File: src/hdl/vsv_pkg.sv
// shared types and constants for the vector segment validator
package vsv_pkg;

    typedef struct packed {
        logic [7:0] data_byte;
        logic       last_byte;
    } in_item_t;

    typedef struct packed {
        logic [3:0]  status;
        logic        channel_kind;
        logic [31:0] vector_dimension;
        logic [10:0] record_total;
        logic [63:0] payload_start;
    } out_item_t;

    typedef struct packed {
        logic [15:0] format_version;
        logic [31:0] max_dimension;
        logic [10:0] max_records;
        logic [7:0]  visual_channel_code;
        logic [7:0]  text_channel_code;
    } cfg_t;

    // item tagged by the front end with its file offset and class
    typedef struct packed {
        logic [63:0] pos;
        logic        is_hdr;
        logic [7:0]  data_byte;
        logic        last_byte;
    } q_entry_t;

    localparam int QUEUE_DEPTH = 4;
    localparam int HEADER_BYTES = 128;
    localparam int ENTRY_BYTES = 24;

    localparam logic [2:0] REG_FORMAT_VERSION = 3'd0;
    localparam logic [2:0] REG_MAX_DIMENSION  = 3'd1;
    localparam logic [2:0] REG_MAX_RECORDS    = 3'd2;
    localparam logic [2:0] REG_VISUAL_CODE    = 3'd3;
    localparam logic [2:0] REG_TEXT_CODE      = 3'd4;

    localparam logic [3:0] ST_OK        = 4'd0;
    localparam logic [3:0] ST_TRUNCATED = 4'd1;
    localparam logic [3:0] ST_MAGIC     = 4'd2;
    localparam logic [3:0] ST_VERSION   = 4'd3;
    localparam logic [3:0] ST_HEADER    = 4'd4;
    localparam logic [3:0] ST_CHANNEL   = 4'd5;
    localparam logic [3:0] ST_ENCODING  = 4'd6;
    localparam logic [3:0] ST_SHAPE     = 4'd7;
    localparam logic [3:0] ST_IDENTITY  = 4'd8;
    localparam logic [3:0] ST_LAYOUT    = 4'd9;
    localparam logic [3:0] ST_RECORD    = 4'd10;
    localparam logic [3:0] ST_DUPLICATE = 4'd11;
    localparam logic [3:0] ST_PADDING   = 4'd12;

    // "NAYTIVEC" read little-endian
    localparam logic [63:0] MAGIC_WORD = 64'h434556495459414E;

endpackage

File: src/hdl/vsv_front.sv
// front end: accepts bytes, tracks file offset, tags header bytes
module vsv_front (
    input  logic                clk,
    input  logic                rst_n,
    input  logic                in_valid,
    output logic                in_ready,
    input  vsv_pkg::in_item_t   in_data,
    input  logic                q_full,
    output logic                q_push,
    output vsv_pkg::q_entry_t   q_data
);

    logic [63:0] pos_reg;
    logic [63:0] pos_next;

    assign in_ready = !q_full;
    assign q_push   = in_valid && in_ready;

    always_comb
    begin
        q_data.pos       = pos_reg;
        q_data.is_hdr    = (pos_reg < 64'(vsv_pkg::HEADER_BYTES));
        q_data.data_byte = in_data.data_byte;
        q_data.last_byte = in_data.last_byte;
    end

    always_comb
    begin
        pos_next = pos_reg;
        if (q_push)
        begin
            if (in_data.last_byte)
                pos_next = '0;
            else if (!(&pos_reg))
                pos_next = pos_reg + 64'd1;
        end
    end

    always_ff @(posedge clk or negedge rst_n)
    begin
        if (!rst_n)
            pos_reg <= '0;
        else
            pos_reg <= pos_next;
    end

endmodule

File: config.mk
export PLATFORM = sky130hd
export DESIGN_NAME = vsv_front
export DESIGN_NICKNAME = d
export VERILOG_FILES = /design/src/hdl/vsv_pkg.sv /design/src/hdl/vsv_front.sv
export SDC_FILE = /design/constraint.sdc
export NUM_CORES = 1
export LEC_CHECK = 0
export CORE_MARGIN = 2
export CORE_UTILIZATION = 25
export CTS_BUF_LIST = sky130_fd_sc_hd__clkbuf_4
export CTS_CLUSTER_DIAMETER = 30
export DETAILED_ROUTE_END_ITERATION = 10
export DONT_BUFFER_PORTS = 1
export PLACE_DENSITY = 0.4
export SYNTH_ARGS = -nofsm -noshare
export SYNTH_HDL_FRONTEND = slang
export SYNTH_SLANG_ARGS = --single-unit
File: constraint.sdc
create_clock -name clk -period 2.15 [get_ports clk]
set_input_delay 0.215 -clock clk [delete_from_list [all_inputs] [get_ports clk]]
set_output_delay 0.215 -clock clk [all_outputs]
set_load 0.005 [all_outputs]
==> impl_metrics.ini <==
[run_status]
outcome = complete, but fails checks
violations = setup timing

[sta]
fmax_mhz = 433.5
max_slew_margin = 0.5569
hold_violations = 0
setup_viol = 57
setup_ws_ns = -0.1569
timing.final.crit_share = 1.073
period_needed_ns = 2.307
worst_pin_slew_ns = 0.6621
skew_ns = 0.01582
rsz0062_at_grt = yes
slew_viol_final = 0

[synthesis]
avgSynthCellArea_um2 = 8.043
synth-edff-count = 0
synth_cell_types = 37
synth_area_leaders = dfrtp_1 (38%), o21ai_1 (9.6%), nand4_1 (5.4%)
synth_ff_type = dfrtp_1
syn_inst = 518
synth_area_leader_cell = dfrtp_1
yosysSeqAreaShare = 0.3844
async_flop_share = 1.000
netlist_area_mm2 = 0.004166
yosys_warnings = 0
synth_seq_cells = 64
synth_top_area_share = 0.3844
syn_nets = 532

[setup_path]
r2r_setup_slack_ns = -0.10
path_cells = buf_4 > nor4_1 > nand4_1 > nor4_4 > buf_4
worstPathArrival_ns = 2.09
path_max_fanout = 6
cpPeakStageDelay_ns = 0.48
worst_setup_path_end_kind = primary output
slowest_stage = dfrtp_1
crit_top_cell = buf_4
setup.worst_path.class = flop to primary output
r2r-start = pos_reg[34]
r2r-end = pos_reg[48]
r2r_cells = 8
startpoint_type = flop
crit_required_ns = 1.93

[cts]
tritoncts = yes
cts_buffers = 9
htree_levels = 3
clock_sinks = 64
ctsRootBufferMaster = clkbuf_4
clock_path_buffers = 2
clock_latency_ns = 0.47
clkSlewWorstSetupHoldPaths_ns = 0.11

[place]
globalplace.congestion = 0.8467
dp.cells = 796
hpwl_um = 12300
portBuffers = 0

[cells_and_area]
drive_gt1_frac = 0.4388
final_nets = 654
largest_register_ffs = 64
stdcell_count = 866
area_growth_pct = 59.64
fill_cells = 1624

[die]
io_pins = 89
die_w_um = 133.1
core_area_mm2 = 0.01641
initial_core_util = 0.2539
rows = 47
die_h_um = 133.1
die_area_mm2 = 0.01771

[global_route]
grt_use_total = 0.2084
grt_max_degree = 65
antenna_found_initial = 1
grt_pass1_vias = 4620
grt_first_pass_wirelength_um = 27950
grt_overflow = 0

[pwr]
peakVddDrop_mv = 0.2054
power_density_mw_per_mm2 = 405.8
leakagePower_nw = 2.813
p_total_mw = 2.699

[drt]
routed_via_density = 5.637
postRouteAntennaNets = 0
wl_per_cell_um = 22.34
routed_wl_um = 19350
drtIter0Drc = 381
vias = 4882
firstDrtPassIters = 5
drc = 0

[job]
cap_violations = 0

[hold_path]
hold_class = primary input to flop
min_from = in_data[0]
whs_endpoint = pos_reg[60]
min_path_cells = 3
[metal layers]
| metal | wire length, µm | global-route usage | vias up | part of all wire |
|---|---|---|---|---|
| met1 | 8327 | 0.2751 | 2447 | 0.43 |
| met4 | 473 | 0.08097 | 0 | 0.024 |
| li1 | - | - | 2242 | - |
| met5 | 0 | 0 | - | 0 |
| met3 | 1357 | 0.05137 | 24 | 0.070 |
| met2 | 9185 | 0.3302 | 169 | 0.47 |
[critical path, delay by kind of cell, from the launching register on]
kind / cells / cell delay [ns]
AND/OR/NAND/NOR: 3 / 0.79
flip-flops: 1 / 0.48
buffers and inverters: 2 / 0.36
[Yosys cell counts (11+ instances only)]
library cell	number
o21ai_1	80
nand2_1	41
buf_4	18
nand4_1	36
and4_1	12
nand3_1	28
o31ai_1	24
a31oi_1	14
dfrtp_1	64
and3_1	18
o21ai_0	11
nor4_1	24
nor2_1	37
clkbuf_1	21
a21oi_1	21
[timing repair]
item | 4_1_cts | 5_1_grt
gates cloned | 7 | 8
gates resized for setup | 41 | 123
buffers inserted | 17 | 19
hold endpoints to repair | 121 | 0
endpoints found under the setup margin | 8 | 65
pin swaps | 17 | 39
hold buffers | 4 | 0
[logic make-up after synthesis]
family                     after synthesis  share of synthesized area
AOI/OAI and AO/OA                      168                     0.2354
adders and majority gates                1                   0.003003
buffers and inverters                   56                    0.06967
DFF                                     64                     0.3844
muxes                                    1                   0.002402
and+or+nand+nor                        228                     0.3051
[cells in the final DEF, fill, tap and decap left out, drive strengths merged, types with 11 or more instances in the layout]
master  count
nor4       27
a21oi      21
a31oi      14
nand2      41
dfrtp      64
o31ai      24
buf       151
clkbuf     16
and3       18
nand4      36
and4       12
o21ai      91
nand3      29
nor2       37
nor3       11
[final cells by class]
class                      count  area [µm²]  share of cell area
tap                          220       275.3             0.04138
clock buffer                   9       67.56             0.01016
clock inverter                 7       110.1             0.01655
sequential                    64        1607              0.2415
inverter                       7       26.28            0.003950
antenna                        1       2.502           0.0003762
timing repair buffer         160        1667              0.2506
multi-input combinational    398        2897              0.4355
[per-stage QoR]
step           utilization  hold slack, ns   TNS, ns  cell area, µm²  worst slack [ns]
2_1_floorplan            -        -0.08059   -0.3534            4235          -0.01898
3_5_place_dp        0.3077        -0.07609  -0.02143            5049          -0.01335
4_1_cts             0.3551         0.01043    -4.737            5826           -0.1846
3_3_place_gp        0.3077        -0.07626   -0.1026            5049          -0.08231
6_report            0.4054         0.03001    -3.266            6651           -0.1569
5_1_grt             0.4054         0.03938    -8.563            6651           -0.2499
[how the worst max path moves through the flow]
| stage | end | startpoint |
|---|---|---|
| 3_5_place_dp | q_data[9] | pos_reg[8] |
| 2_1_floorplan | pos_reg[23] | pos_reg[0] |
| 4_1_cts | q_data[9] | pos_reg[16] |
| 5_1_grt | q_data[9] | pos_reg[7] |
| 6_report | q_data[9] | pos_reg[38] |
| 3_3_place_gp | q_data[9] | pos_reg[8] |
[where the power goes]
group / internal (mW) / total [mW] / switching, mW
registers: 1.21 / 1.24 / 0.0206
clock network: 0.578 / 1.08 / 0.506
logic: 0.175 / 0.380 / 0.205
total: 1.97 / 2.70 / 0.732
No activity file was read; power rests on OpenSTA's default activity.
