`config.mk`:
```
export PLATFORM = sky130hd
export DESIGN_NAME = vsv_queue
export DESIGN_NICKNAME = d
export VERILOG_FILES = /design/src/hdl/vsv_pkg.sv /design/src/hdl/vsv_queue.sv
export SDC_FILE = /design/constraint.sdc
export NUM_CORES = 1
export LEC_CHECK = 0
export BUFFER_PORTS_ARGS = -buffer_cell sky130_fd_sc_hd__buf_2
export CORE_MARGIN = 5
export CORE_UTILIZATION = 30
export DETAILED_ROUTE_END_ITERATION = 10
export GPL_TIMING_DRIVEN = 0
export PLACE_DENSITY = 0.58
export SETUP_SLACK_MARGIN = 0.3
export SLEW_MARGIN = 25
export SYNTH_ARGS = -nofsm -noshare
export SYNTH_HDL_FRONTEND = slang
export SYNTH_SLANG_ARGS = --single-unit
```
`constraint.sdc`:
```
create_clock -name clk -period 7.8 [get_ports clk]
set_input_delay 1.56 -clock clk [delete_from_list [all_inputs] [get_ports clk]]
set_output_delay 1.56 -clock clk [all_outputs]
set_load 0.005 [all_outputs]
```
`src/hdl/vsv_pkg.sv`:
```
// shared types and constants for the vector segment validator
package vsv_pkg;

    typedef struct packed {
        logic [7:0] data_byte;
        logic       last_byte;
    } in_item_t;

    typedef struct packed {
        logic [3:0]  status;
        logic        channel_kind;
        logic [31:0] vector_dimension;
        logic [10:0] record_total;
        logic [63:0] payload_start;
    } out_item_t;

    typedef struct packed {
        logic [15:0] format_version;
        logic [31:0] max_dimension;
        logic [10:0] max_records;
        logic [7:0]  visual_channel_code;
        logic [7:0]  text_channel_code;
    } cfg_t;

    // item tagged by the front end with its file offset and class
    typedef struct packed {
        logic [63:0] pos;
        logic        is_hdr;
        logic [7:0]  data_byte;
        logic        last_byte;
    } q_entry_t;

    localparam int QUEUE_DEPTH = 4;
    localparam int HEADER_BYTES = 128;
    localparam int ENTRY_BYTES = 24;

    localparam logic [2:0] REG_FORMAT_VERSION = 3'd0;
    localparam logic [2:0] REG_MAX_DIMENSION  = 3'd1;
    localparam logic [2:0] REG_MAX_RECORDS    = 3'd2;
    localparam logic [2:0] REG_VISUAL_CODE    = 3'd3;
    localparam logic [2:0] REG_TEXT_CODE      = 3'd4;

    localparam logic [3:0] ST_OK        = 4'd0;
    localparam logic [3:0] ST_TRUNCATED = 4'd1;
    localparam logic [3:0] ST_MAGIC     = 4'd2;
    localparam logic [3:0] ST_VERSION   = 4'd3;
    localparam logic [3:0] ST_HEADER    = 4'd4;
    localparam logic [3:0] ST_CHANNEL   = 4'd5;
    localparam logic [3:0] ST_ENCODING  = 4'd6;
    localparam logic [3:0] ST_SHAPE     = 4'd7;
    localparam logic [3:0] ST_IDENTITY  = 4'd8;
    localparam logic [3:0] ST_LAYOUT    = 4'd9;
    localparam logic [3:0] ST_RECORD    = 4'd10;
    localparam logic [3:0] ST_DUPLICATE = 4'd11;
    localparam logic [3:0] ST_PADDING   = 4'd12;

    // "NAYTIVEC" read little-endian
    localparam logic [63:0] MAGIC_WORD = 64'h434556495459414E;

endpackage

```
`src/hdl/vsv_queue.sv`:
```
// short queue between the front end and the checker
module vsv_queue (
    input  logic              clk,
    input  logic              rst_n,
    input  logic              push,
    input  vsv_pkg::q_entry_t push_data,
    output logic              full,
    input  logic              pop,
    output logic              avail,
    output vsv_pkg::q_entry_t pop_data
);

    localparam int PW = $clog2(vsv_pkg::QUEUE_DEPTH);
    localparam int CW = $clog2(vsv_pkg::QUEUE_DEPTH + 1);

    vsv_pkg::q_entry_t mem_reg [vsv_pkg::QUEUE_DEPTH];
    logic [PW-1:0] wr_reg;
    logic [PW-1:0] rd_reg;
    logic [CW-1:0] cnt_reg;
    logic [CW-1:0] cnt_next;

    assign full     = (cnt_reg == CW'(vsv_pkg::QUEUE_DEPTH));
    assign avail    = (cnt_reg != '0);
    assign pop_data = mem_reg[rd_reg];

    always_comb
    begin
        cnt_next = cnt_reg;
        if (push && !(pop && avail))
            cnt_next = cnt_reg + 1'b1;
        else if (!push && pop && avail)
            cnt_next = cnt_reg - 1'b1;
    end

    always_ff @(posedge clk)
    begin
        if (push)
            mem_reg[wr_reg] <= push_data;
    end

    always_ff @(posedge clk or negedge rst_n)
    begin
        if (!rst_n)
        begin
            wr_reg  <= '0;
            rd_reg  <= '0;
            cnt_reg <= '0;
        end
        else
        begin
            if (push)
                wr_reg <= wr_reg + 1'b1;
            if (pop && avail)
                rd_reg <= rd_reg + 1'b1;
            cnt_reg <= cnt_next;
        end
    end

endmodule

```
==> summary.txt <==
outcome -> finished clean
Worst Reg-to-Reg Cells -> 8
hold buffer count at CTS -> 0
Area Overhead vs Synth -> 23.0%
vias per inst -> 4.56
# rows -> 70
Max Cap Viol -> 0
Syn. warnings -> 0
Slew HR -> 53.9%
Core ar. -> 0.0368 sq mm
RSZ-0062 raised after global routing -> no
post-DP HPWL -> 14000 um
initial antenna violation count -> 1
DRT iter0 DRCs -> 272
Boundary Pins -> 154
sequential element share of the synthesized area -> 80.9%
Achievable Freq -> 0.273 GHz
period utilization -> 46.9%
Synth area leaders -> edfxtp_1 (79%), mux4_2 (15%), dfrtp_1 (1.6%)
ys flop type -> edfxtp_1
CTS H-tree depth -> 2
placed inst area -> 0.0127 sq mm
filler instances -> 3358
chip width -> 203 um
Mapped Area -> 0.0112 sq mm
Max Slew Vio Count -> 0
largest net degree at the start of global routing -> 38
Port Buffer Count -> 151
synth unique cells -> 30
die height -> 203 um
worst r2r dst -> cnt_reg[2]
synth cell count leaders -> edfxtp_1 (296), mux4_2 (74), buf_2 (7), dfrtp_1 (7)
worst-path cell chain -> buf_2 -> buf_2 -> mux4_2 -> buf_2
multi-input logic area -> 0.00196 sq mm
post-route antenna net violation count -> 0
setup slack, reg-to-reg -> 5.74 ns
maximum clock insertion buffer count -> 3
Worst-path clk slew -> 0.06 ns
Initial Util -> 30.5%
post-synthesis async set-or-reset flop share -> 2.31%
Congestion Overflow GR -> 0
met3 usage -> 3.26%
cell with the most instances after synthesis -> edfxtp_1
final worst-path setup slack -> 4.14 ns
GPL Wtd Cong -> 0.702
total power -> 0.00517 W
crit path capture type -> output pin
Critical Path AT -> 2.10 ns
grt met1 use -> 14.0%
final instance area -> 0.0138 sq mm
Mapped Cells -> 438
most used cell, CP -> buf_2
Setup Skew -> 0.00620 ns
Critical R2R Launch -> cnt_reg[2]
DIE AREA -> 0.0413 sq mm
vias in the first global route -> 5603
CP Class -> reg2out
post-place setup slack -> 4.37 ns
CTS Buf Count -> 34
share of layout cells above drive strength 1 -> 45.6%
critical path peak fanout -> 10
nets@finish -> 716
Setup crit start -> rd_reg[1]
met2 Resource Use GR -> 18.0%
CTS Root Cell -> clkbuf_16
post-CTS sizing -> 0
syn_nets -> 521
total wire length -> 22700 um
DRC viols -> 0
CP max stage delay -> 0.37 ns
setup tns final -> 0 ns
Syn Area/Cell -> 25.6 sq um
P per Cell Area -> 375 mW/mm^2
CP Capture Point -> pop_data[20]
slowest CP cell -> buf_2
worst path required time -> 6.24 ns
busiest metal layer after global routing -> met2
latest clock arrival within the worst-skew pair -> 0.51 ns
fin crit period -> 3.66 ns
Detailed Routing Iterations Pass 1 -> 5
Yosys reg bits -> 303
GRT Overall Usage -> 11.0%
worst vdd rail ir drop -> 0.183 mV
clock sinks -> 303
Worst-Margin Slew -> 0.692 ns
EDFF count, synth -> 296
antenna cells -> 0
Setup Viol. Count Final -> 0
Worst Hold Class -> reg2reg
cell taking the most area after synthesis -> edfxtp_1
Yosys top cell area share -> 79.3%
vias -> 5120
Reg area -> 0.00906 sq mm
TritonCTS clock tree -> yes
max reg flops -> 296
first-pass GRT wire length -> 34400 um
Final Hold Fails -> 0
wire per inst -> 20.2 um
Worst setup SP type -> flop
static leakage -> 4.70 nW
Post-CTS Setup Inserts -> 0
-- critical path: cells and delay by family, from the launching register on --
kind | cells | cell delay, ns
flip-flops | 1 | 0.36
buffers and inverters | 3 | 0.85
multiplexers | 1 | 0.36
-- layer usage --
layer / up-vias / wire, um
met3: 36 / 1430
met5: - / 12
met2: 150 / 11200
met1: 2662 / 9510
li1: 2270 / -
met4: 2 / 526
-- metrics by stage --
step	util (%)	hold WS, ns	instances
finish	37.5	0.535	1122
floorplan	-	0.491	438
global placement	34.1	0.518	1057
global route	37.5	0.548	1122
detailed placement	34.6	0.523	1065
CTS	37.5	0.534	1122
-- cell type report --
type	instances	area share [%]
clock inverter	16	0.744
multi-input combinational	112	14.2
inverter	2	0.0545
timing repair buffer	159	6.81
buffer	21	1.36
sequential	303	65.8
tap	468	4.25
clock buffer	41	6.83
-- logic make-up after synthesis --
family,synth area share [%]
buffers and inverters,1.74
multiplexers,15.0
AO/OA/AOI/OAI,0.536
flip-flops,80.9
adder cells (fa/ha/maj),0.625
AND/OR/NAND/NOR,0.860
XOR/XNOR,0.313
-- layout by cell type (no fill, tap or decap), drive strengths merged --
master,instances
clkbuf,46
o211a,1
xnor2,2
xor2,2
ha,4
a21oi,1
nor3,1
o21a,1
dfrtp,7
edfxtp,296
a211oi,1
mux2i,2
a32oi,1
and2,4
or3,1
fa,1
mux4,74
nor2,3
bufinv,1
o21ai,3
o22ai,1
nand2,4
nand2b,2
nand4b,1
nand3,1
buf,175
inv,3
nor3b,1
clkinv,14
-- report_power, final --
group	total [W]	leakage [nW]	switching [W]	internal (W)
registers	0.00219	2.80	0.0000677	0.00213
logic	0.00149	1.38	0.000744	0.000741
clock network	0.00149	0.516	0.000605	0.000888
total	0.00517	4.70	0.00142	0.00376
-- worst min path at each step --
| stage | cells after the start | slack [ns] | startpoint | endpoint |
|---|---|---|---|---|
| after floorplan | 1 | 0.49 | wr_reg[0] | wr_reg[0] |
| after global routing | 1 | 0.55 | wr_reg[0] | wr_reg[0] |
| after CTS | 1 | 0.53 | wr_reg[0] | wr_reg[0] |
| final | 1 | 0.53 | wr_reg[0] | wr_reg[0] |
| after global placement | 1 | 0.52 | wr_reg[0] | wr_reg[0] |
| after detailed placement | 1 | 0.52 | wr_reg[0] | wr_reg[0] |
Note: power is estimated with default switching activity, not from simulation.
